[src/rtl/core/sha256_pkg.sv]
// shared types, constants and round functions for the sha-256 hasher
package sha256_pkg;

  localparam int unsigned WordW  = 32;
  localparam int unsigned ByteW  = 8;
  localparam int unsigned TotalW = 61;
  localparam int unsigned NumRounds = 64;
  localparam int unsigned RoundW = 6;

  typedef logic [WordW-1:0] word_t;

  // request function codes
  typedef enum logic {
    FN_ABSORB = 1'b0,
    FN_FINISH = 1'b1
  } hash_fn_e;

  localparam logic [ByteW-1:0] PadMark = 8'h80;

  typedef enum logic [2:0] {
    ST_IDLE,
    ST_PAD,
    ST_COMP,
    ST_ADD,
    ST_OUT
  } ctrl_state_e;

  // controller to datapath
  typedef struct packed {
    logic       load_byte;   // shift data byte into block, count it
    logic       mark_write;  // shift in the 0x80 marker, set up padding
    logic       pad_write;   // shift in one padding byte at the pad pointer
    logic       comp_start;  // load working vars from the chain
    logic       comp_round;  // run one round
    logic       comp_add;    // fold working vars into the chain
    logic       out_shift;   // step digest output
    logic       restart;     // chain back to initial values, count to zero
  } dp_cmd_t;

  // datapath to controller
  typedef struct packed {
    logic       round_last;
    logic       pad_block_end;  // pad pointer at the final byte of a block
    logic       pad_needs_extra;
    logic       block_full;     // next byte completes a block
  } dp_stat_t;

  localparam word_t InitH [8] = '{
    32'h6A09E667, 32'hBB67AE85, 32'h3C6EF372, 32'hA54FF53A,
    32'h510E527F, 32'h9B05688C, 32'h1F83D9AB, 32'h5BE0CD19
  };

  localparam word_t RoundK [64] = '{
    32'h428A2F98, 32'h71374491, 32'hB5C0FBCF, 32'hE9B5DBA5,
    32'h3956C25B, 32'h59F111F1, 32'h923F82A4, 32'hAB1C5ED5,
    32'hD807AA98, 32'h12835B01, 32'h243185BE, 32'h550C7DC3,
    32'h72BE5D74, 32'h80DEB1FE, 32'h9BDC06A7, 32'hC19BF174,
    32'hE49B69C1, 32'hEFBE4786, 32'h0FC19DC6, 32'h240CA1CC,
    32'h2DE92C6F, 32'h4A7484AA, 32'h5CB0A9DC, 32'h76F988DA,
    32'h983E5152, 32'hA831C66D, 32'hB00327C8, 32'hBF597FC7,
    32'hC6E00BF3, 32'hD5A79147, 32'h06CA6351, 32'h14292967,
    32'h27B70A85, 32'h2E1B2138, 32'h4D2C6DFC, 32'h53380D13,
    32'h650A7354, 32'h766A0ABB, 32'h81C2C92E, 32'h92722C85,
    32'hA2BFE8A1, 32'hA81A664B, 32'hC24B8B70, 32'hC76C51A3,
    32'hD192E819, 32'hD6990624, 32'hF40E3585, 32'h106AA070,
    32'h19A4C116, 32'h1E376C08, 32'h2748774C, 32'h34B0BCB5,
    32'h391C0CB3, 32'h4ED8AA4A, 32'h5B9CCA4F, 32'h682E6FF3,
    32'h748F82EE, 32'h78A5636F, 32'h84C87814, 32'h8CC70208,
    32'h90BEFFFA, 32'hA4506CEB, 32'hBEF9A3F7, 32'hC67178F2
  };

  function automatic word_t rotr(word_t x, int unsigned n);
    return (x >> n) | (x << (WordW - n));
  endfunction

  function automatic word_t sig0(word_t x);
    return rotr(x, 7) ^ rotr(x, 18) ^ (x >> 3);
  endfunction

  function automatic word_t sig1(word_t x);
    return rotr(x, 17) ^ rotr(x, 19) ^ (x >> 10);
  endfunction

  function automatic word_t bsig0(word_t x);
    return rotr(x, 2) ^ rotr(x, 13) ^ rotr(x, 22);
  endfunction

  function automatic word_t bsig1(word_t x);
    return rotr(x, 6) ^ rotr(x, 11) ^ rotr(x, 25);
  endfunction

endpackage

[src/rtl/core/sha256_if.sv]
// request and digest channel interfaces
interface sha256_req_if;
  logic       valid;
  logic       ready;
  logic       func;
  logic [7:0] data_byte;
  modport source (output valid, func, data_byte, input ready);
  modport sink (input valid, func, data_byte, output ready);
endinterface

interface sha256_dig_if;
  logic        valid;
  logic        ready;
  logic [31:0] digest_word;
  logic [2:0]  word_index;
  logic        last_word;
  modport source (output valid, digest_word, word_index, last_word, input ready);
  modport sink (input valid, digest_word, word_index, last_word, output ready);
endinterface

[src/rtl/core/sha256_ctrl.sv]
// controller state machine: absorb, pad, compress and digest output
module sha256_ctrl
  import sha256_pkg::*;
(
  input  logic     clk_i,
  input  logic     rst_ni,
  input  logic     req_valid_i,
  input  logic     req_func_i,
  output logic     req_ready_o,
  output logic     dig_valid_o,
  input  logic     dig_ready_i,
  input  logic     out_last_i,
  input  dp_stat_t stat_i,
  output dp_cmd_t  cmd_o
);

  ctrl_state_e state_q, state_d;
  logic        final_q, final_d;  // compression in flight is the closing one
  logic        req_fire;
  logic        is_finish;

  assign req_fire  = req_valid_i && req_ready_o;
  assign is_finish = (req_func_i == FN_FINISH);

  always_comb begin
    state_d = state_q;
    final_d = final_q;
    unique case (state_q)
      ST_IDLE: begin
        if (req_fire) begin
          if (stat_i.block_full) begin
            // data byte or marker closes the block
            state_d = ST_COMP;
            final_d = 1'b0;
          end else if (is_finish) begin
            state_d = ST_PAD;
          end
        end
      end
      ST_PAD: begin
        if (stat_i.pad_block_end) begin
          state_d = ST_COMP;
          final_d = !stat_i.pad_needs_extra;
        end
      end
      ST_COMP: begin
        if (stat_i.round_last) begin
          state_d = ST_ADD;
        end
      end
      ST_ADD: begin
        if (final_q) begin
          state_d = ST_OUT;
        end else if (stat_i.pad_needs_extra) begin
          state_d = ST_PAD;
        end else begin
          state_d = ST_IDLE;
        end
      end
      ST_OUT: begin
        if (dig_ready_i && out_last_i) begin
          state_d = ST_IDLE;
        end
      end
      default: state_d = ST_IDLE;
    endcase
  end

  always_comb begin
    cmd_o       = '0;
    req_ready_o = 1'b0;
    dig_valid_o = 1'b0;
    unique case (state_q)
      ST_IDLE: begin
        req_ready_o      = 1'b1;
        cmd_o.load_byte  = req_fire && !is_finish;
        cmd_o.mark_write = req_fire && is_finish;
        cmd_o.comp_start = req_fire && stat_i.block_full;
      end
      ST_PAD: begin
        cmd_o.pad_write  = 1'b1;
        cmd_o.comp_start = stat_i.pad_block_end;
      end
      ST_COMP: cmd_o.comp_round = 1'b1;
      ST_ADD: begin
        cmd_o.comp_add = 1'b1;
      end
      ST_OUT: begin
        dig_valid_o     = 1'b1;
        cmd_o.out_shift = dig_ready_i;
        cmd_o.restart   = dig_ready_i && out_last_i;
      end
      default: ;
    endcase
  end

  always_ff @(posedge clk_i or negedge rst_ni) begin
    if (!rst_ni) begin
      state_q <= ST_IDLE;
      final_q <= 1'b0;
    end else begin
      state_q <= state_d;
      final_q <= final_d;
    end
  end

endmodule

[src/rtl/core/sha256_dp.sv]
// datapath: block shift register, padding, round unit and chain
module sha256_dp
  import sha256_pkg::*;
(
  input  logic        clk_i,
  input  logic        rst_ni,
  input  dp_cmd_t     cmd_i,
  input  logic [7:0]  data_byte_i,
  output dp_stat_t    stat_o,
  output logic [31:0] digest_word_o,
  output logic [2:0]  word_index_o,
  output logic        last_word_o
);

  logic [TotalW-1:0] total_q;
  logic [5:0]        pad_ptr_q;
  logic              extra_q;      // block being padded is not the closing one
  word_t             w_q [16];     // block bytes while filling, schedule during rounds
  word_t             v_q [8];
  word_t             h_q [8];
  logic [RoundW-1:0] rnd_q;
  logic [2:0]        oidx_q;
  logic [63:0]       bits;
  logic [5:0]        used;
  logic [ByteW-1:0]  pad_byte;
  logic [ByteW-1:0]  in_byte;
  logic              shift_en;
  word_t             w_new, t1, t2;

  assign used = total_q[5:0];
  assign bits = {total_q, 3'b000};

  // padding byte at the pad pointer: zeros, then the length in the closing block
  always_comb begin
    if (!extra_q && pad_ptr_q >= 6'd56) begin
      pad_byte = bits[{~pad_ptr_q[2:0], 3'b000} +: 8];
    end else begin
      pad_byte = '0;
    end
  end

  always_comb begin
    if (cmd_i.load_byte) begin
      in_byte = data_byte_i;
    end else if (cmd_i.mark_write) begin
      in_byte = PadMark;
    end else begin
      in_byte = pad_byte;
    end
  end

  assign shift_en = cmd_i.load_byte || cmd_i.mark_write || cmd_i.pad_write;

  assign stat_o.pad_block_end   = (pad_ptr_q == 6'd63);
  assign stat_o.pad_needs_extra = extra_q;
  assign stat_o.block_full      = (used == 6'd63);
  assign stat_o.round_last      = (rnd_q == RoundW'(NumRounds - 1));

  assign w_new = sig1(w_q[14]) + w_q[9] + sig0(w_q[1]) + w_q[0];
  assign t1 = v_q[7] + bsig1(v_q[4]) + ((v_q[4] & v_q[5]) ^ (~v_q[4] & v_q[6]))
            + RoundK[rnd_q] + w_q[0];
  assign t2 = bsig0(v_q[0]) + ((v_q[0] & v_q[1]) ^ (v_q[0] & v_q[2]) ^ (v_q[1] & v_q[2]));

  always_ff @(posedge clk_i) begin
    if (shift_en) begin
      // bytes enter at the bottom, first byte ends up in the top of word 0
      for (int i = 0; i < 15; i++) begin
        w_q[i] <= {w_q[i][23:0], w_q[i+1][31:24]};
      end
      w_q[15] <= {w_q[15][23:0], in_byte};
    end else if (cmd_i.comp_round) begin
      for (int i = 0; i < 15; i++) begin
        w_q[i] <= w_q[i+1];
      end
      w_q[15] <= w_new;
    end
    if (cmd_i.comp_start) begin
      for (int i = 0; i < 8; i++) begin
        v_q[i] <= h_q[i];
      end
    end else if (cmd_i.comp_round) begin
      v_q[0] <= t1 + t2;
      v_q[1] <= v_q[0];
      v_q[2] <= v_q[1];
      v_q[3] <= v_q[2];
      v_q[4] <= v_q[3] + t1;
      v_q[5] <= v_q[4];
      v_q[6] <= v_q[5];
      v_q[7] <= v_q[6];
    end
  end

  always_ff @(posedge clk_i or negedge rst_ni) begin
    if (!rst_ni) begin
      total_q   <= '0;
      pad_ptr_q <= '0;
      extra_q   <= 1'b0;
      rnd_q     <= '0;
      oidx_q    <= '0;
      for (int i = 0; i < 8; i++) begin
        h_q[i] <= InitH[i];
      end
    end else begin
      if (cmd_i.load_byte) begin
        total_q <= total_q + TotalW'(1);
      end
      if (cmd_i.mark_write) begin
        pad_ptr_q <= used + 6'd1;
        extra_q   <= (used >= 6'd56);
      end else if (cmd_i.pad_write) begin
        pad_ptr_q <= pad_ptr_q + 6'd1;
      end
      if (cmd_i.comp_start) begin
        rnd_q <= '0;
      end else if (cmd_i.comp_round) begin
        rnd_q <= rnd_q + RoundW'(1);
      end
      if (cmd_i.comp_add) begin
        for (int i = 0; i < 8; i++) begin
          h_q[i] <= h_q[i] + v_q[i];
        end
        // second padding block follows: zeros then the length
        if (extra_q) begin
          extra_q <= 1'b0;
        end
      end
      if (cmd_i.out_shift) begin
        oidx_q <= oidx_q + 3'd1;
      end
      if (cmd_i.restart) begin
        total_q <= '0;
        for (int i = 0; i < 8; i++) begin
          h_q[i] <= InitH[i];
        end
      end
    end
  end

  assign digest_word_o = h_q[oidx_q];
  assign word_index_o  = oidx_q;
  assign last_word_o   = (oidx_q == 3'd7);

endmodule

[src/rtl/core/sha256_message_hasher_top.sv]
// top level of the streaming sha-256 hasher
//
//  channel | dir | payload                               | handshake
//  req     | in  | func, data_byte                       | valid/ready
//  dig     | out | digest_word, word_index, last_word    | valid/ready
//
// an absorb request is taken while idle; the byte that completes a block holds the
// next request off during compression (64 rounds on one round unit, one chain add).
// a finish request pads one byte per cycle to the end of the block, then compresses
// it; more than 55 pending bytes add a second block that is padded and compressed.
// eight digest words follow, one per accepted cycle; requests stall until idle.
// reset is asynchronous; every block is filled completely before it is compressed.
module sha256_message_hasher_top
  import sha256_pkg::*;
(
  input  logic clk_i,
  input  logic rst_ni,
  sha256_req_if.sink   req,
  sha256_dig_if.source dig
);

  dp_cmd_t  cmd;
  dp_stat_t stat;
  logic     last_word;

  sha256_ctrl u_ctrl (
    .clk_i       (clk_i),
    .rst_ni      (rst_ni),
    .req_valid_i (req.valid),
    .req_func_i  (req.func),
    .req_ready_o (req.ready),
    .dig_valid_o (dig.valid),
    .dig_ready_i (dig.ready),
    .out_last_i  (last_word),
    .stat_i      (stat),
    .cmd_o       (cmd)
  );

  sha256_dp u_dp (
    .clk_i         (clk_i),
    .rst_ni        (rst_ni),
    .cmd_i         (cmd),
    .data_byte_i   (req.data_byte),
    .stat_o        (stat),
    .digest_word_o (dig.digest_word),
    .word_index_o  (dig.word_index),
    .last_word_o   (last_word)
  );

  assign dig.last_word = last_word;

`ifndef SYNTHESIS
  a_no_req_during_out: assert property (@(posedge clk_i) disable iff (!rst_ni)
    dig.valid |-> !req.ready) else $error("request taken while digest pending");
  a_last_ends_out: assert property (@(posedge clk_i) disable iff (!rst_ni)
    (dig.valid && dig.ready && last_word) |=> !dig.valid)
    else $error("digest continues past last word");
  a_last_at_seven: assert property (@(posedge clk_i) disable iff (!rst_ni)
    dig.valid |-> (last_word == (dig.word_index == 3'd7)))
    else $error("last word flag out of step with index");
`endif

endmodule
[src/flat_wrapper.sv]
// flat-port wrapper written by rule: the top's interface ports become plain ports
module sha256_message_hasher_top_flat import sha256_pkg::*;
  (clk_i, rst_ni, req_valid, req_func, req_data_byte, req_ready, dig_valid, dig_digest_word, dig_word_index, dig_last_word, dig_ready);
  sha256_req_if req_i ();
  sha256_dig_if dig_i ();
  input  logic clk_i;
  input  logic rst_ni;
  input wire logic [$bits(req_i.valid)-1:0] req_valid;
  input wire logic [$bits(req_i.func)-1:0] req_func;
  input wire logic [$bits(req_i.data_byte)-1:0] req_data_byte;
  output wire logic [$bits(req_i.ready)-1:0] req_ready;
  output wire logic [$bits(dig_i.valid)-1:0] dig_valid;
  output wire logic [$bits(dig_i.digest_word)-1:0] dig_digest_word;
  output wire logic [$bits(dig_i.word_index)-1:0] dig_word_index;
  output wire logic [$bits(dig_i.last_word)-1:0] dig_last_word;
  input wire logic [$bits(dig_i.ready)-1:0] dig_ready;
  assign req_i.valid = req_valid;
  assign req_i.func = req_func;
  assign req_i.data_byte = req_data_byte;
  assign req_ready = req_i.ready;
  assign dig_valid = dig_i.valid;
  assign dig_digest_word = dig_i.digest_word;
  assign dig_word_index = dig_i.word_index;
  assign dig_last_word = dig_i.last_word;
  assign dig_i.ready = dig_ready;
  sha256_message_hasher_top u_core (.clk_i(clk_i), .rst_ni(rst_ni), .req(req_i), .dig(dig_i));
endmodule
[config.mk]
export PLATFORM = sky130hd
export DESIGN_NAME = sha256_message_hasher_top_flat
export DESIGN_NICKNAME = d
export VERILOG_FILES = /design/src/rtl/core/sha256_pkg.sv /design/src/rtl/core/sha256_if.sv /design/src/rtl/core/sha256_ctrl.sv /design/src/rtl/core/sha256_dp.sv /design/src/rtl/core/sha256_message_hasher_top.sv /design/src/flat_wrapper.sv
export SDC_FILE = /design/constraint.sdc
export NUM_CORES = 2
export LEC_CHECK = 0
export BUFFER_PORTS_ARGS = -buffer_cell sky130_fd_sc_hd__buf_2
export CORE_ASPECT_RATIO = 1.75
export CORE_MARGIN = 3
export CORE_UTILIZATION = 55
export DETAILED_ROUTE_END_ITERATION = 8
export MAX_ROUTING_LAYER = met4
export PLACE_DENSITY = 0.84
export REMOVE_ABC_BUFFERS = 1
export SLEW_MARGIN = 5
export SYNTH_ARGS = -nofsm -noshare
export SYNTH_HDL_FRONTEND = slang
export SYNTH_SLANG_ARGS = --single-unit
[constraint.sdc]
create_clock -name clk_i -period 14 [get_ports clk_i]
set_clock_uncertainty 0.2 [all_clocks]
set_input_delay 2.1 -clock clk_i [delete_from_list [all_inputs] [get_ports clk_i]]
set_output_delay 2.1 -clock clk_i [all_outputs]
set_load 0.005 [all_outputs]
Word level (Yosys, flattened, before mapping) --
Memories as Yosys holds them, arrays and structs flattened. Cells that the tools add are included.
Word-level totals: register bits after elaboration 337, bits in writable memories 768, ROM bits 2048, bits of input ports 13, output and inout bits 38, word-level logic and storage cells 205, memories kept 3
Memory list:
- (no name shown) | depth 64, width 32, read ports 1, clocked after Yosys merged registers in 0, wr ports 0, RTL line sha256_dp.sv:61 | + RoundK[rnd_q] + w_q[0];
- u_core.u_dp.w_q | depth 16, width 32, read ports 16, clocked after Yosys merged registers in 0, wr ports 16, RTL line sha256_dp.sv:18 | word_t w_q [16];
- u_core.u_dp.v_q | depth 8, width 32, read ports 8, clocked after Yosys merged registers in 0, wr ports 8, RTL line sha256_dp.sv:19 | word_t v_q [8];
Operators by class: $add $sub $neg 23, magnitude comparators 4, eq/ne operators 14, shifts and indexed selects 1, mux-type cells 73, bitwise operators 54, reduce and logical (&&, ||, !) cells 18
Operators with widths (number):
- 32-bit two-way mux | 28
- 32-bit adder | 18
- 256-bit two-way mux | 2
- 32-bit bitwise XOR | 9
- 32-bit AND | 5
- 61-bit two-way mux | 2
- 32-bit binary-select mux with 3-bit select | 1
- 64-bit by 7-bit variable part select with 8-bit output | 1
- 61-bit by 1-bit adder with 61-bit output (second input constant) | 1
- 32-bit inverter | 1
- 10-bit by 32-bit bitwise OR with 32-bit output | 1
- 13-bit by 32-bit bitwise OR with 32-bit output | 1
- 14-bit by 32-bit bitwise OR with 32-bit output | 1
- 15-bit by 32-bit bitwise OR with 32-bit output | 1
- 19-bit by 32-bit bitwise OR with 32-bit output | 1
- 21-bit by 32-bit bitwise OR with 32-bit output | 1
- 25-bit by 32-bit bitwise OR with 32-bit output | 1
- 26-bit by 32-bit bitwise OR with 32-bit output | 1
- 30-bit by 32-bit bitwise OR with 32-bit output | 1
- 7-bit by 32-bit bitwise OR with 32-bit output | 1
- 32-bit by 22-bit bitwise XOR with 32-bit output | 1
- 32-bit by 29-bit bitwise XOR with 32-bit output | 1
- 6-bit two-way mux | 4
- 8-bit two-way mux | 3
- 28 further kinds | 100

Depth between registers and ports, before layout --
word-level depth 10, gate-level depth with buffers 41, mapped depth without buffers 39

Hierarchy --
A second synthesis with hierarchy kept.
Second synthesis, totals: cell total of the unflattened synthesis 7607, area total of the unflattened synthesis 76374.5 um2
By module, submodules not included:
- sha256_dp | instances 1, cells an instance 7565, area each 76006.6 um2, seq. area each 31565.3 um2
- sha256_ctrl | instances 1, cells an instance 42, area each 367.9 um2, seq. area each 100.1 um2

Worst setup path before layout --
OpenSTA, ideal clock, no wires.
path type input port to flip-flop, start in req_valid, end mem u_core.u_dp.w_q[0][0] (netlist name) (enable), setup time 3.632 ns, arrival time 11.211 ns, data required time 10.168 ns, slack -1.043 ns, stages on the path 4, path buffers 1, path through nor4b_4 > nor2_1 > clkbuf_1 > nand2_1
RTL lines:
- start: declaration | RTL line flat_wrapper.sv:8 | input wire logic [$bits(req_i.valid)-1:0] req_valid;
- end: declaration | RTL line sha256_dp.sv:18

==> flow_results.org <==
** Setup path
- Reg2Reg Launch Point :: u_core.u_dp.rnd_q[0]
- Length in cells of the worst reg-to-reg path :: 40
- The endpoint identified for the worst register-to-register timing path is u_core.u_dp.v_q[0][31].
- The cell that appears most often on the critical path is sky130_fd_sc_hd__a21oi_1.
- Counting both buffers and inverters, the worst setup path holds a total of 6.
- STA classifies the critical path endpoint as a register.
- Critical path required time :: approximately 14 ns
- Data on the critical path arrives at its endpoint at approximately 11 ns.
- STA classifies the critical path startpoint as a register.
- On the worst path, the slowest cell contributes a delay of about 0.8 ns.
- The slowest stage of the critical path belongs to the cell sky130_fd_sc_hd__ha_1.
- Type of the setup path with the least slack :: register to register
- Cell class contributing the biggest share of worst-path delay :: compound AO/OA/AOI/OAI gates
- Crit-path max FO :: 18
- Register-to-register setup slack :: 3.25 ns

** Timing
- Setup repair after global routing left no endpoint under its margin.
- Min cycle time layout :: around 11 ns
- Timing would allow up to between 90 and 100 MHz.
- In the finished design, the share of the clock period the worst path needs comes to 76.8%.
- Number of hold-slack violations in the final timing report :: 0
- The count of final max-slew check failures came to 0.
- Setup TNS :: 0 ns
- Worst-case headroom to the max-slew limit :: between 10% and 20%
- Transition time of the tightest slew-check pin :: between 1 and 1.5 ns
- Setup violations remaining at the end of the flow were counted as 0.

** Floorplan
- After floorplanning, the core was divided into roughly 180 placement rows.
- Std-Cell Core Area :: 137000 um^2
- In this run the vertical extent of the chip is 498 um.
- The die covers between 100000 and 150000 um^2.
- For this configuration, the core starts out at a cell density of approximately 56%.
- Total I/O pin count :: 51
- Die width :: approximately 290 um

** Route
- Detailed routing inserted a total of about 62k vias.
- In the routed design, unresolved DRC markers number 0.
- In this run the remaining antenna-violating nets after routing total 0.
- Drt initial violations :: approximately 6.0k
- Vias per std cell :: between 6 and 7
- After detailed routing, the total wire length is between 200000 and 300000 um.
- In the final routed layout, each cell accounts on average for 26.0 um.
- First-pass iteration count of the detailed router :: 6

** Clock network
- The clock passes through at most 3 buffers.
- H-tree levels :: 3
- For this design, the sink count on the clock tree is between 1k and 1.5k.
- Clock latency reported for the late side of the worst-skew pair :: between 0.7 and 0.8 ns
- Clock-pin slew was measured on the worst setup and hold paths at ~0.07 ns.
- Post-CTS Setup Inserts :: 0
- Number of resized instances in the post-cts repair step :: 0
- Quantity of hold-fixing buffers added after cts :: 0
- Total CTS buffers :: 106
- TritonCTS clock tree :: done
- Master cell of the clock root buffer :: sky130_fd_sc_hd__clkbuf_16

** Yosys
- The commonest cells after synthesis are sky130_fd_sc_hd__nand2_1, sky130_fd_sc_hd__edfxtp_1, sky130_fd_sc_hd__o21ai_0.
- Unique masters post-synth :: between 90 and 100
- Area leader, netlist :: sky130_fd_sc_hd__edfxtp_1
- After synthesis, the cell types taking the most area are sky130_fd_sc_hd__edfxtp_1, sky130_fd_sc_hd__nand2_1, sky130_fd_sc_hd__dfrtp_1.
- Post-synthesis average cell area :: 9.15 um^2
- Register area share after synthesis :: a little over two fifths
- Fraction of synthesized cell area taken by the top area cell type :: 30.4%
- Of all flip-flops after synthesis, the portion carrying an async set or reset was 30.5%.
- In this run the cell area of the synthesized design comes to 75900 um^2.
- Synthesis produced approximately 8.3k cells.
- Post-synthesis register bit count :: 1105
- In the synthesized netlist the dominant register cell turns out to be sky130_fd_sc_hd__edfxtp_1.
- For this run, the number of Yosys warnings is 0.
- The most common cell in the synthesized netlist is sky130_fd_sc_hd__nand2_1.
- Count of flip-flops with a built-in enable after synthesis :: ~770

** Outcome
- Run status :: finished, final reports clean

** Min path
- Worst hold path class :: register to register
- Endpoint, Worst Hold :: u_core.u_dp.w_q[0][201]
- Cell depth of the worst hold path :: 2
- Hold path startpoint :: u_core.u_dp.w_q[0][233]

** Job
- The tool flagged a number of max-cap violations equal to 0.

** Global routing
- Antenna violations before repair :: 10
- Number of global-route vias before repair :: roughly 63k
- The first global-routing pass estimated just under 400000 um of wire.
- Global routing used 37.2% of the available tracks across all layers.
- Maximum number of pins on one net before global-route repair :: between 150 and 200
- The total overflow left after global routing is 0.

** Place
- Placed inst area :: just under 80000 um^2
- During placement, the flow inserted port buffers numbering 50.
- The wire-length estimate of the detail-placed layout is roughly 190000 um.
- The congestion estimate from routability-driven global placement came to around 1.0.

** Layout
- For this run, the post-layout net count is around 8.7k.
- Layout cells sized above 1 :: 7.87%
- Finished Cell Area :: 81200 um^2
- Layout overhead on the synthesized area :: 6.90%
## layout by cell type (no fill, tap or decap), drive strengths merged, types with 14 or more instances in the layout
cell type  count
nand4         22
a211o         21
buf          126
ha           398
o21ai        531
nor2b         57
mux2i         22
and3          44
o31ai         43
inv          354
a31oi         43
dfstp        136
nand2       2366
nand3        170
a21boi        18
mux2          66
xor2         244
a21oi        459
nor2         362
edfxtp       768
a211oi        40
o211ai        33
nand2b        78
a21o         184
mux4          85
xnor2        383
dfrtp        201
o21a          61
nor3         125
or3           28
and2          23
nor4          15
clkbuf       140
clkinv        42
o21bai        38
a2111oi       14
fa           195
## worst min-delay path: stages (launching register included)
cell and delay, ns:
sky130_fd_sc_hd__edfxtp_1 0.35, sky130_fd_sc_hd__nand2_1 0.05, sky130_fd_sc_hd__nand2_1 0.05
## worst max path at each step
stage	startpoint	end	slack [ns]	depth (start not counted)
6_report	u_core.u_dp.rnd_q[0]	u_core.u_dp.v_q[0][31]	3.25	40
5_1_grt	u_core.u_dp.rnd_q[0]	u_core.u_dp.v_q[0][31]	2.76	40
4_1_cts	u_core.u_dp.rnd_q[0]	u_core.u_dp.v_q[0][31]	3.39	40
3_5_place_dp	u_core.u_dp.rnd_q[0]	u_core.u_dp.v_q[0][31]	3.43	40
3_3_place_gp	u_core.u_dp.rnd_q[0]	u_core.u_dp.v_q[0][31]	3.51	40
2_1_floorplan	u_core.u_ctrl.state_q[0]	u_core.u_dp.w_q[0][0]	-18.11	3
## final cells by class
class | instances | area, um^2
Multi-Input combinational cell | 6379 | 41300
Antenna cell | 11 | 27.5
Sequential cell | 1105 | 31700
Timing Repair Buffer | 126 | 888
Inverter | 348 | 1310
Clock inverter | 62 | 713
Tap cell | 1810 | 2260
Fill cell | 11500 | 55400
Clock buffer | 140 | 2960
## per-stage QoR
step | setup WS (ns) | hold WS (ns) | cells | utilization, %
floorplan | -18.11 | 0.258 | 7832 | -
global placement | 3.51 | 0.296 | 9766 | 56.7
detailed placement | 3.43 | 0.297 | 9766 | 56.7
CTS | 3.39 | 0.319 | 9968 | 59.4
global route | 2.76 | 0.338 | 9980 | 59.4
finish | 3.25 | 0.319 | 9981 | 59.4
## state kept, by name, indices dropped and copies added (netlist names), 3 cells and up
register	cells
u_core.u_dp.v_q	256
u_core.u_dp.rnd_q	6
u_core.u_dp.word_index_o	3
u_core.u_ctrl.state_q	3
u_core.u_dp.h_q	256
u_core.u_dp.total_q	61
u_core.u_dp.w_q	512
u_core.u_dp.pad_ptr_q	6
## per-layer routing
metal	share of wire, %	up-vias	GRT usage (%)
li1	-	28000	-
met1	32	30300	35.8
met2	50	2935	62.3
met3	6.2	1199	6.15
met4	12	0	36.1
met5	0	-	-
## logic make-up (layout without fill, tap and decap cells)
kind of cell             Yosys count  count (layout)  synth area share [%]
other                              0              11                     0
adder cells (fa/ha/maj)          597             597                  11.8
flip-flops                      1105            1105                  41.7
AND/OR/NAND/NOR                 3350            3350                  18.3
multiplexers                     173             173                  3.79
XOR/XNOR                         629             629                  7.29
AO/OA/AOI/OAI                   1630            1630                  13.1
buffers and inverters            811             676                  4.02
Power is left out: the tool's default activity adds up to more than one toggle a clock period on the data nets, which glitch-free logic cannot reach.
